### src/hdl/lfu_pkg.sv
// Shared constants, types and codes for the LFU cache with LRU tie-break.
`timescale 1ns / 1ps
package lfu_pkg;

  // Geometry
  localparam int ENTRIES     = 16;
  localparam int COUNT_WIDTH = 16;
  localparam int IDX_W       = (ENTRIES > 1) ? $clog2(ENTRIES) : 1;
  localparam int OCC_W       = $clog2(ENTRIES + 1);

  // Field widths fixed by the interface
  localparam int KEY_W = 32;
  localparam int VAL_W = 31;
  localparam int CAP_W = 5;

  localparam logic [CAP_W-1:0]       CAP_RESET = CAP_W'(16);
  localparam logic [COUNT_WIDTH-1:0] COUNT_MAX = {COUNT_WIDTH{1'b1}};
  localparam logic [IDX_W-1:0]       IDX_LAST  = IDX_W'(ENTRIES - 1);

  // Operation codes
  localparam logic OP_GET = 1'b0;
  localparam logic OP_PUT = 1'b1;

  // One stored entry (key, value and use count share one memory word)
  typedef struct packed {
    logic signed [KEY_W-1:0] key;
    logic [VAL_W-1:0]        value;
    logic [COUNT_WIDTH-1:0]  count;
  } entry_t;

  // One result beat
  typedef struct packed {
    logic                    hit;
    logic [VAL_W-1:0]        read_value;
    logic                    evicted;
    logic signed [KEY_W-1:0] evicted_key;
  } res_t;

  // Controller to datapath
  typedef struct packed {
    logic start;
    logic commit;
  } ctrl_cmd_t;

  // Datapath to controller
  typedef struct packed {
    logic scan_done;
    logic out_free;
  } ctrl_sts_t;

  typedef enum logic [1:0] {
    ST_IDLE,
    ST_SCAN,
    ST_COMMIT
  } state_t;

endpackage

### src/hdl/lfu_if.sv
// Channel interfaces: request, result and capacity write.
`timescale 1ns / 1ps

interface lfu_in_if import lfu_pkg::*; ();
  logic                    valid;
  logic                    ready;
  logic                    operation;
  logic signed [KEY_W-1:0] key;
  logic [VAL_W-1:0]        write_value;

  modport source (output valid, operation, key, write_value, input ready);
  modport sink   (input valid, operation, key, write_value, output ready);
endinterface

interface lfu_out_if import lfu_pkg::*; ();
  logic                    valid;
  logic                    ready;
  logic                    hit;
  logic [VAL_W-1:0]        read_value;
  logic                    evicted;
  logic signed [KEY_W-1:0] evicted_key;

  modport source (output valid, hit, read_value, evicted, evicted_key, input ready);
  modport sink   (input valid, hit, read_value, evicted, evicted_key, output ready);
endinterface

interface lfu_cfg_if import lfu_pkg::*; ();
  logic             valid;
  logic             ready;
  logic [CAP_W-1:0] data;

  modport source (output valid, data, input ready);
  modport sink   (input valid, data, output ready);
endinterface

### src/hdl/lfu_ctrl.sv
// Sequencer: accept a request, run the entry scan, then commit the update.
`timescale 1ns / 1ps
module lfu_ctrl import lfu_pkg::*; (
  input  logic      clk,
  input  logic      rst_n,
  input  logic      in_valid,
  output logic      in_ready,
  input  ctrl_sts_t sts,
  output ctrl_cmd_t cmd
);

  state_t state_r, state_nxt;

  // State register
  always_ff @(posedge clk) begin
    if (!rst_n) begin
      state_r <= ST_IDLE;
    end else begin
      state_r <= state_nxt;
    end
  end

  // Next state
  always_comb begin
    state_nxt = state_r;
    case (state_r)
      ST_IDLE: begin
        if (in_valid) state_nxt = ST_SCAN;
      end
      ST_SCAN: begin
        if (sts.scan_done) state_nxt = ST_COMMIT;
      end
      ST_COMMIT: begin
        if (sts.out_free) state_nxt = ST_IDLE;
      end
      default: state_nxt = ST_IDLE;
    endcase
  end

  // Outputs
  always_comb begin
    in_ready   = 1'b0;
    cmd.start  = 1'b0;
    cmd.commit = 1'b0;
    case (state_r)
      ST_IDLE: begin
        in_ready  = 1'b1;
        cmd.start = in_valid;
      end
      ST_COMMIT: begin
        cmd.commit = sts.out_free;
      end
      default: begin
        in_ready = 1'b0;
      end
    endcase
  end

endmodule

### src/hdl/lfu_dpath.sv
// Datapath: entry memory, valid bits, recency ranks, scan registers and result register.
`timescale 1ns / 1ps
module lfu_dpath import lfu_pkg::*; (
  input  logic                    clk,
  input  logic                    rst_n,
  // request payload
  input  logic                    in_operation,
  input  logic signed [KEY_W-1:0] in_key,
  input  logic [VAL_W-1:0]        in_write_value,
  // capacity write
  input  logic                    cfg_wr,
  input  logic [CAP_W-1:0]        cfg_data,
  // control
  input  ctrl_cmd_t               cmd,
  output ctrl_sts_t               sts,
  // result
  output logic                    out_valid,
  input  logic                    out_ready,
  output res_t                    out_res
);

  // Entry storage
  entry_t             mem [ENTRIES];
  logic [ENTRIES-1:0] valid_r;
  logic [IDX_W-1:0]   rank_r [ENTRIES];
  logic [OCC_W-1:0]   occ_r;
  logic [CAP_W-1:0]   cap_r;

  // Latched request
  logic                    op_r;
  logic signed [KEY_W-1:0] key_r;
  logic [VAL_W-1:0]        wv_r;

  // Scan pipeline
  logic             iss_r;
  logic [IDX_W-1:0] addr_r;
  logic             rd_vld_r;
  logic [IDX_W-1:0] rd_idx_r;
  entry_t           rd_word_r;

  // Scan findings
  logic                    hit_found_r;
  logic [IDX_W-1:0]        hit_slot_r;
  logic [VAL_W-1:0]        hit_val_r;
  logic [COUNT_WIDTH-1:0]  hit_cnt_r;
  logic [IDX_W-1:0]        hit_rank_r;
  logic                    free_found_r;
  logic [IDX_W-1:0]        free_slot_r;
  logic                    vic_found_r;
  logic [IDX_W-1:0]        vic_slot_r;
  logic [COUNT_WIDTH-1:0]  vic_cnt_r;
  logic [IDX_W-1:0]        vic_rank_r;
  logic signed [KEY_W-1:0] vic_key_r;

  // Result register
  logic out_vld_r;
  res_t res_r;

  // Commit decisions
  logic [OCC_W-1:0] cap_eff;
  logic             is_put;
  logic             do_write;
  logic             set_valid;
  logic             age_all;
  logic [IDX_W-1:0] slot;
  logic [IDX_W-1:0] thr;
  logic [OCC_W-1:0] occ_nxt;
  entry_t           wr_word;
  res_t             res_nxt;

  // Scan compare on the entry now out of memory
  logic       cur_valid;
  logic [IDX_W-1:0] cur_rank;
  logic       cur_match;
  logic       cur_free;
  logic       cur_better;

  assign cap_eff = (32'(cap_r) > 32'(ENTRIES)) ? OCC_W'(ENTRIES) : OCC_W'(cap_r);
  assign is_put  = (op_r == OP_PUT);

  assign cur_valid  = valid_r[rd_idx_r];
  assign cur_rank   = rank_r[rd_idx_r];
  assign cur_match  = rd_vld_r && cur_valid && (rd_word_r.key == key_r) && !hit_found_r;
  assign cur_free   = rd_vld_r && !cur_valid && !free_found_r;
  assign cur_better = rd_vld_r && cur_valid &&
                      (!vic_found_r || (rd_word_r.count < vic_cnt_r) ||
                       ((rd_word_r.count == vic_cnt_r) && (cur_rank > vic_rank_r)));

  assign sts.scan_done = rd_vld_r && (rd_idx_r == IDX_LAST);
  assign sts.out_free  = !out_vld_r || out_ready;

  // Capacity register
  always_ff @(posedge clk) begin
    if (!rst_n) begin
      cap_r <= CAP_RESET;
    end else if (cfg_wr) begin
      cap_r <= cfg_data;
    end
  end

  // Request latch
  always_ff @(posedge clk) begin
    if (cmd.start) begin
      op_r  <= in_operation;
      key_r <= in_key;
      wv_r  <= in_write_value;
    end
  end

  // Address sequencer for the scan
  always_ff @(posedge clk) begin
    if (!rst_n) begin
      iss_r    <= 1'b0;
      rd_vld_r <= 1'b0;
    end else begin
      rd_vld_r <= iss_r;
      if (cmd.start) begin
        iss_r <= 1'b1;
      end else if (iss_r && (addr_r == IDX_LAST)) begin
        iss_r <= 1'b0;
      end
    end
  end

  always_ff @(posedge clk) begin
    if (cmd.start) begin
      addr_r <= '0;
    end else if (iss_r) begin
      addr_r <= addr_r + 1'b1;
    end
    rd_idx_r <= addr_r;
  end

  // Entry memory: one read port for the scan, one write port for commit
  always_ff @(posedge clk) begin
    if (iss_r) begin
      rd_word_r <= mem[addr_r];
    end
    if (cmd.commit && do_write) begin
      mem[slot] <= wr_word;
    end
  end

  // Scan findings: key match, first free slot, victim candidate
  always_ff @(posedge clk) begin
    if (cmd.start) begin
      hit_found_r  <= 1'b0;
      free_found_r <= 1'b0;
      vic_found_r  <= 1'b0;
    end else begin
      if (cur_match) begin
        hit_found_r <= 1'b1;
        hit_slot_r  <= rd_idx_r;
        hit_val_r   <= rd_word_r.value;
        hit_cnt_r   <= rd_word_r.count;
        hit_rank_r  <= cur_rank;
      end
      if (cur_free) begin
        free_found_r <= 1'b1;
        free_slot_r  <= rd_idx_r;
      end
      if (cur_better) begin
        vic_found_r <= 1'b1;
        vic_slot_r  <= rd_idx_r;
        vic_cnt_r   <= rd_word_r.count;
        vic_rank_r  <= cur_rank;
        vic_key_r   <= rd_word_r.key;
      end
    end
  end

  // Commit: pick the slot to touch and the result to report
  always_comb begin
    do_write  = 1'b0;
    set_valid = 1'b0;
    age_all   = 1'b0;
    slot      = hit_slot_r;
    thr       = hit_rank_r;
    occ_nxt   = occ_r;
    wr_word.key   = key_r;
    wr_word.value = wv_r;
    wr_word.count = COUNT_WIDTH'(1);
    res_nxt   = '0;
    if (is_put && (cap_eff == '0)) begin
      // puts disabled: no change, all-zero result
      do_write = 1'b0;
    end else if (hit_found_r) begin
      do_write      = 1'b1;
      wr_word.value = is_put ? wv_r : hit_val_r;
      wr_word.count = (hit_cnt_r == COUNT_MAX) ? hit_cnt_r : hit_cnt_r + 1'b1;
      res_nxt.hit        = 1'b1;
      res_nxt.read_value = is_put ? '0 : hit_val_r;
    end else if (is_put) begin
      do_write = 1'b1;
      if ((occ_r < cap_eff) || !vic_found_r) begin
        // insert into the first free slot; every valid entry ages
        slot      = free_slot_r;
        set_valid = 1'b1;
        age_all   = 1'b1;
        occ_nxt   = OCC_W'(occ_r + 1'b1);
      end else begin
        // replace the victim in place
        slot = vic_slot_r;
        thr  = vic_rank_r;
        res_nxt.evicted     = 1'b1;
        res_nxt.evicted_key = vic_key_r;
      end
    end
  end

  // Valid bits, occupancy and recency ranks
  always_ff @(posedge clk) begin
    if (!rst_n) begin
      valid_r <= '0;
      occ_r   <= '0;
    end else if (cmd.commit) begin
      if (set_valid) valid_r[slot] <= 1'b1;
      occ_r <= occ_nxt;
    end
  end

  always_ff @(posedge clk) begin
    if (cmd.commit && do_write) begin
      for (int i = 0; i < ENTRIES; i++) begin
        if (IDX_W'(i) == slot) begin
          rank_r[i] <= '0;
        end else if (valid_r[i] && (age_all || (rank_r[i] < thr))) begin
          rank_r[i] <= rank_r[i] + 1'b1;
        end
      end
    end
  end

  // Result register
  always_ff @(posedge clk) begin
    if (!rst_n) begin
      out_vld_r <= 1'b0;
    end else if (cmd.commit) begin
      out_vld_r <= 1'b1;
    end else if (out_ready) begin
      out_vld_r <= 1'b0;
    end
  end

  always_ff @(posedge clk) begin
    if (cmd.commit) begin
      res_r <= res_nxt;
    end
  end

  assign out_valid = out_vld_r;
  assign out_res   = res_r;

endmodule

### src/hdl/lfu_cache_lru_tiebreak_top.sv
// Top level of the LFU key-value cache with LRU tie-break.
//
//   channel  dir  beat contents                              handshake
//   in_ch    in   operation, key, write_value                valid/ready
//   out_ch   out  hit, read_value, evicted, evicted_key      valid/ready
//   cfg_ch   in   capacity (data)                            valid/ready, ready tied high
//
// Each request runs in order: an accept in the idle state, a scan that reads one entry per
// cycle from the single-read-port entry memory through its registered read, and a commit
// that writes the entry and loads the result, held until the result register is free.
// Reset clears the valid bits, occupancy and the control state; no clearing pass runs.
// A result waits in its own register, so the next request is taken while it is pending;
// commit of that next request holds until the result register is free.
`timescale 1ns / 1ps
module lfu_cache_lru_tiebreak_top import lfu_pkg::*; (
  input  logic clk,
  input  logic rst_n,
  lfu_in_if.sink    in_ch,
  lfu_out_if.source out_ch,
  lfu_cfg_if.sink   cfg_ch
);

  ctrl_cmd_t cmd;
  ctrl_sts_t sts;
  res_t      res;
  logic      out_valid;

  assign cfg_ch.ready = 1'b1;

  lfu_ctrl u_ctrl (
    .clk      (clk),
    .rst_n    (rst_n),
    .in_valid (in_ch.valid),
    .in_ready (in_ch.ready),
    .sts      (sts),
    .cmd      (cmd)
  );

  lfu_dpath u_dpath (
    .clk            (clk),
    .rst_n          (rst_n),
    .in_operation   (in_ch.operation),
    .in_key         (in_ch.key),
    .in_write_value (in_ch.write_value),
    .cfg_wr         (cfg_ch.valid),
    .cfg_data       (cfg_ch.data),
    .cmd            (cmd),
    .sts            (sts),
    .out_valid      (out_valid),
    .out_ready      (out_ch.ready),
    .out_res        (res)
  );

  // Result beat onto the output channel
  assign out_ch.valid       = out_valid;
  assign out_ch.hit         = res.hit;
  assign out_ch.read_value  = res.read_value;
  assign out_ch.evicted     = res.evicted;
  assign out_ch.evicted_key = res.evicted_key;

endmodule
### src/flat_wrapper.sv
// flat-port wrapper written by rule: the top's interface ports become plain ports
module lfu_cache_lru_tiebreak_top_flat import lfu_pkg::*;
  (clk, rst_n, in_ch_valid, in_ch_operation, in_ch_key, in_ch_write_value, in_ch_ready, out_ch_valid, out_ch_hit, out_ch_read_value, out_ch_evicted, out_ch_evicted_key, out_ch_ready, cfg_ch_valid, cfg_ch_data, cfg_ch_ready);
  lfu_in_if in_ch_i ();
  lfu_out_if out_ch_i ();
  lfu_cfg_if cfg_ch_i ();
  input  logic clk;
  input  logic rst_n;
  input wire logic [$bits(in_ch_i.valid)-1:0] in_ch_valid;
  input wire logic [$bits(in_ch_i.operation)-1:0] in_ch_operation;
  input wire logic [$bits(in_ch_i.key)-1:0] in_ch_key;
  input wire logic [$bits(in_ch_i.write_value)-1:0] in_ch_write_value;
  output wire logic [$bits(in_ch_i.ready)-1:0] in_ch_ready;
  output wire logic [$bits(out_ch_i.valid)-1:0] out_ch_valid;
  output wire logic [$bits(out_ch_i.hit)-1:0] out_ch_hit;
  output wire logic [$bits(out_ch_i.read_value)-1:0] out_ch_read_value;
  output wire logic [$bits(out_ch_i.evicted)-1:0] out_ch_evicted;
  output wire logic [$bits(out_ch_i.evicted_key)-1:0] out_ch_evicted_key;
  input wire logic [$bits(out_ch_i.ready)-1:0] out_ch_ready;
  input wire logic [$bits(cfg_ch_i.valid)-1:0] cfg_ch_valid;
  input wire logic [$bits(cfg_ch_i.data)-1:0] cfg_ch_data;
  output wire logic [$bits(cfg_ch_i.ready)-1:0] cfg_ch_ready;
  assign in_ch_i.valid = in_ch_valid;
  assign in_ch_i.operation = in_ch_operation;
  assign in_ch_i.key = in_ch_key;
  assign in_ch_i.write_value = in_ch_write_value;
  assign in_ch_ready = in_ch_i.ready;
  assign out_ch_valid = out_ch_i.valid;
  assign out_ch_hit = out_ch_i.hit;
  assign out_ch_read_value = out_ch_i.read_value;
  assign out_ch_evicted = out_ch_i.evicted;
  assign out_ch_evicted_key = out_ch_i.evicted_key;
  assign out_ch_i.ready = out_ch_ready;
  assign cfg_ch_i.valid = cfg_ch_valid;
  assign cfg_ch_i.data = cfg_ch_data;
  assign cfg_ch_ready = cfg_ch_i.ready;
  lfu_cache_lru_tiebreak_top u_core (.clk(clk), .rst_n(rst_n), .in_ch(in_ch_i), .out_ch(out_ch_i), .cfg_ch(cfg_ch_i));
endmodule
### config.mk
export PLATFORM = sky130hd
export DESIGN_NAME = lfu_cache_lru_tiebreak_top_flat
export DESIGN_NICKNAME = d
export VERILOG_FILES = /design/src/hdl/lfu_pkg.sv /design/src/hdl/lfu_if.sv /design/src/hdl/lfu_ctrl.sv /design/src/hdl/lfu_dpath.sv /design/src/hdl/lfu_cache_lru_tiebreak_top.sv /design/src/flat_wrapper.sv
export SDC_FILE = /design/constraint.sdc
export NUM_CORES = 2
export LEC_CHECK = 0
export ABC_AREA = 1
export BUFFER_PORTS_ARGS = -buffer_cell sky130_fd_sc_hd__buf_4
export CAP_MARGIN = 20
export CORE_MARGIN = 10
export CORE_UTILIZATION = 56
export DETAILED_ROUTE_END_ITERATION = 12
export PLACE_DENSITY = 0.75
export RECOVER_POWER = 25
export REMOVE_ABC_BUFFERS = 1
export SLEW_MARGIN = 20
export SYNTH_ARGS = -nofsm -noshare
export SYNTH_HDL_FRONTEND = slang
export SYNTH_SLANG_ARGS = --single-unit
### constraint.sdc
create_clock -name clk -period 5.8 [get_ports clk]
set_clock_uncertainty 0.15 [all_clocks]
set_input_delay 0.58 -clock clk [delete_from_list [all_inputs] [get_ports clk]]
set_output_delay 0.58 -clock clk [all_outputs]
set_load 0.02 [all_outputs]
==> results.txt <==
- The run finished, with violations left.
- The final reports fail on capacitance limit, slew limit.
- The analysis attributes to net switching a power of between 6000 and 7000 uW.
- Counting flops and latches in the post-synthesis netlist gives 1693.
- The worst setup path is captured at a flop.
* Sequential cell area in the final layout: 50400 um^2
- Type of the setup path with the least slack: flop to flop
- Routability-driven placement finished with a final weighted congestion of 0.859.
- Final-report setup violation count: 0
- Summing all multi-input logic gate instances after layout gives around 15000 um^2.
- DP Worst Slack: 1.33 ns
- Filler Cell Count: about 8600
- The worst hold path passes through 0 cells.
- The number of max-slew violations in the final report was 327.
- Of all nets on the critical path, the largest fanout is 57.
* Proportion of synthesized chip area in sequential cells: 0.731
* Layout area overhead: 12.8%
- Path type of the worst min-delay path: flop to flop
- The final-report hold violation count is 0.
- Setup repair after global routing left no endpoint under its margin.
- Final Net Count: 5408
- Fraction of layout cells with a size suffix above 1: 0.0966
- Maximum Capacitance Violations: 8
- Initial antenna violation count: 2
* Global-route wire length before repair: 250000 um
- In this run the most critical hold path is launched from u_core.u_dpath.rd_word_r[31].
- Max IR drop VDD: 0.368 mV
- Global router's overall resource usage: 0.237
- After synthesis the cells add up to just under 70000 um^2.
- The tree built by TritonCTS fans out to 1693 sinks.
- Critical path's top delay family: flip-flops
- Share of power burned in registers: 0.502
* PortBufs: 140
- First-iteration detailed-routing DRC count: 5048
- Portion of the clock cycle consumed by the worst path in the final layout: 0.859
- The clock tree synthesis step divided the H-tree into 4 levels.
* Fin Hold WS: 0.254 ns
* Pin slew with the least headroom to its limit: 3.07 ns
* Worst-path clk slew: ~0.060 ns
- RR Startpoint: u_core.u_dpath.addr_r[2]
* Sw Share: 0.251
* Endpoint of the lowest-slack register-to-register path: u_core.u_dpath.rd_word_r[31]
* DRC violation count after routing: 0
- Number of global-route vias before repair: 40675
- Die H: about 370 um
* Setup crit start kind: flop
* # Post-CTS Setup Buffers: 0
* TritonCTS clock tree: done
- Count of vias placed by the detailed router: ~42000
* Num CTS Buffers: between 150 and 200
- Routed wire length per instance: 23.6 um
- The share of total power dissipated in the clock network is 0.378.
- After synthesis, the share of flip-flops with an asynchronous set or reset is 0.
* Effective utilization at floorplan: 0.565
- Count of unique library cells instantiated by Yosys: 46
- Leaving out fill and tap cells, the most frequent cell in the layout is edfxtp_1.
- Once placement finished, the instance area stood at 71800 um^2.
- For this design the top-level I/O count stands at approximately 140.
- Utilization of the core after routing: 0.638
* Power per unit of standard cell area: 358 nW/um^2
* Critical-path cell with the highest stage delay: dfxtp_1
* Commonest cells after routing, fill and taps aside: edfxtp_1 (1651), inv_1 (548), o21ai_0 (473)
* Post-detail-place hpwl: 87600 um
- Die ar.: ~140000 um^2
* Yosys synthesis warning count: 0
- In the synthesized netlist, the number of instances is 5043.
- Worst skew pair latency: between 0.8 and 0.9 ns
- Required time at the worst-slack endpoint: approximately 6.3 ns
- For the worst setup path, the data arrival time is 5.46 ns.
- Reg-to-reg slack, setup: ~0.82 ns
- Internal power summed over all cells: 20900 uW
- Critical path's largest stage delay: 2.19 ns
* Horizontal die dimension: 371 um
* Number of vias per cell: just under 6
* Headroom to the max-slew limit: -1.05
- Once detail routing completed, the nets flagged for antenna violations numbered 0.
- The total overflow left after global routing is 0.
- Part of the power in combinational logic: 0.120
- First drt pass iteration count: 6
- In this run the standard cell core region covers 122000 um^2.
- Maximum number of pins on one net before global-route repair: 177
- Minimum clock period after layout: approximately 5.0 ns
- Post-route cell area: approximately 78000 um^2
* Endpoint with the worst hold slack: u_core.u_dpath.hit_val_r[15]
- The signal on the critical path passes through inv_4, buf_4, o211ai_1, nand3_1, nand2_1.
- Counting buffers and inverters, the worst setup path is 5 cells deep.
- Total Wirelength: 165000 um
- Achievable Freq: 201 MHz
- The floorplan has 128 rows.
- Adding up every negative setup slack in the final design gives 0 ns.
- Depth of the most critical reg-to-reg path: 5
- The worst path meets setup with between 0.8 and 0.9 ns of slack.
* Mean instance size in the synthesized netlist: 13.7 um^2
* CP Buf/Inv Count: 2
* Leakage power figure: 0.0277 uW
* Clock buffer depth: 3
* Clock root buffer: clkbuf_16
- The synthesized design contains 1651 enable-type register cells.
- Main synth FF type: edfxtp_1
## cells by family (layout without fill, tap and decap cells)
group | count (synthesis) | after routing | share of synthesized area
adder cells (fa/ha/maj) | 91 | 91 | 0.0165
other | 1 | 2 | 0.0000544
buffers and inverters | 845 | 1174 | 0.0479
AND/OR/NAND/NOR | 827 | 827 | 0.0515
multiplexers | 316 | 316 | 0.0458
AO/OA/AOI/OAI | 1223 | 1223 | 0.101
XOR/XNOR | 47 | 47 | 0.00597
flip-flops | 1693 | 1693 | 0.731
## cell usage after synthesis, drive strengths merged (5+ instances only)
cell type,count,area share
ha,91,0.017
a21oi,384,0.028
edfxtp,1651,0.72
clkbuf,157,0.0085
nor4,5,0.00045
xor2,22,0.0028
xnor2,25,0.0032
mux2i,316,0.046
o221ai,7,0.00089
o22ai,13,0.0012
buf,110,0.0078
o211ai,318,0.035
inv,578,0.032
nand2,395,0.023
nand4,13,0.0012
nor3,10,0.00080
nand3,166,0.013
nor2,234,0.013
dfxtp,42,0.012
o21ai,486,0.035
## flip-flops by register name, indices dropped and copies added, names as in the netlist, 4 cells and up
| register | count |
|---|---|
| u_core.u_dpath.vic_cnt_r | 16 |
| u_core.u_dpath.key_r | 32 |
| u_core.u_dpath.vic_key_r | 32 |
| u_core.u_dpath.valid_r | 16 |
| u_core.u_dpath.rd_idx_r | 4 |
| u_core.u_dpath.rank_r | 64 |
| u_core.u_dpath.hit_rank_r | 4 |
| u_core.u_dpath.vic_rank_r | 4 |
| u_core.u_dpath.occ_r | 5 |
| u_core.u_dpath.hit_slot_r | 4 |
| u_core.u_dpath.addr_r | 4 |
| u_core.u_dpath.free_slot_r | 4 |
| u_core.u_dpath.hit_cnt_r | 16 |
| u_core.u_dpath.mem | 1264 |
| u_core.u_dpath.vic_slot_r | 4 |
| u_core.u_dpath.hit_val_r | 31 |
| u_core.u_dpath.wv_r | 31 |
| u_core.u_dpath.out_res | 65 |
| u_core.u_dpath.cap_r | 5 |
| u_core.u_dpath.rd_word_r | 79 |
## layer usage
| metal | part of all wire | wire length, um | GRT usage | vias up |
|---|---|---|---|---|
| li1 | - | - | - | 18807 |
| met5 | 0 | 0 | 0 | - |
| met1 | 0.41 | 68200 | 0.330 | 20579 |
| met2 | 0.48 | 78700 | 0.377 | 1875 |
| met4 | 0.029 | 4810 | 0.0804 | 0 |
| met3 | 0.082 | 13600 | 0.0420 | 278 |
## final cells by class
type,instances,area share
multi-input cells,2505,0.197
flip-flops and latches,1693,0.648
repair buffers,301,0.0323
well taps,1625,0.0261
inverters,578,0.0292
clock buffers,196,0.0560
diodes,1,0.0000322
clock inverters,99,0.0117
## per-stage QoR
| step | total power, uW | cells |
|---|---|---|
| after CTS | 27900 | 6995 |
| after global placement | 17400 | 6620 |
| after detailed placement | 17500 | 6620 |
| after floorplan | 16900 | 4776 |
| final | 27900 | 6998 |
| after global routing | 28800 | 6997 |
## power by group through the flow
stage / sequential (uW) / combinational (uW) / clock [uW]
floorplan: 14400 / 2430 / 0
global placement: 14200 / 3180 / 0
detailed placement: 14200 / 3260 / 0
CTS: 14000 / 3330 / 10600
global route: 14000 / 3650 / 11100
finish: 14000 / 3340 / 10500
## worst register-to-register path: stages (launching register included)
cell and delay (ns):
dfxtp_1 2.19, inv_4 1.15, buf_4 0.67, o211ai_1 0.23, nand3_1 0.17, nand2_1 0.25
## worst max-delay path by stage
stage,startpoint,endpoint
after detailed placement,in_ch_valid,u_core.u_dpath.hit_val_r[11]
after CTS,u_core.u_ctrl.state_r[0],u_core.u_dpath.hit_val_r[5]
after global routing,u_core.u_dpath.addr_r[2],u_core.u_dpath.rd_word_r[31]
after global placement,in_ch_valid,u_core.u_dpath.hit_val_r[13]
final,u_core.u_dpath.addr_r[2],u_core.u_dpath.rd_word_r[31]
after floorplan,u_core.u_dpath.addr_r[0],u_core.u_dpath.addr_r[1]
## what timing repair did
| item | in CTS | in global routing |
|---|---|---|
| resized for setup | 0 | 0 |
| hold buffers | 80 | 0 |
| endpoints found under the hold margin | 75 | 0 |
Note: power is estimated with default switching activity, not from simulation.
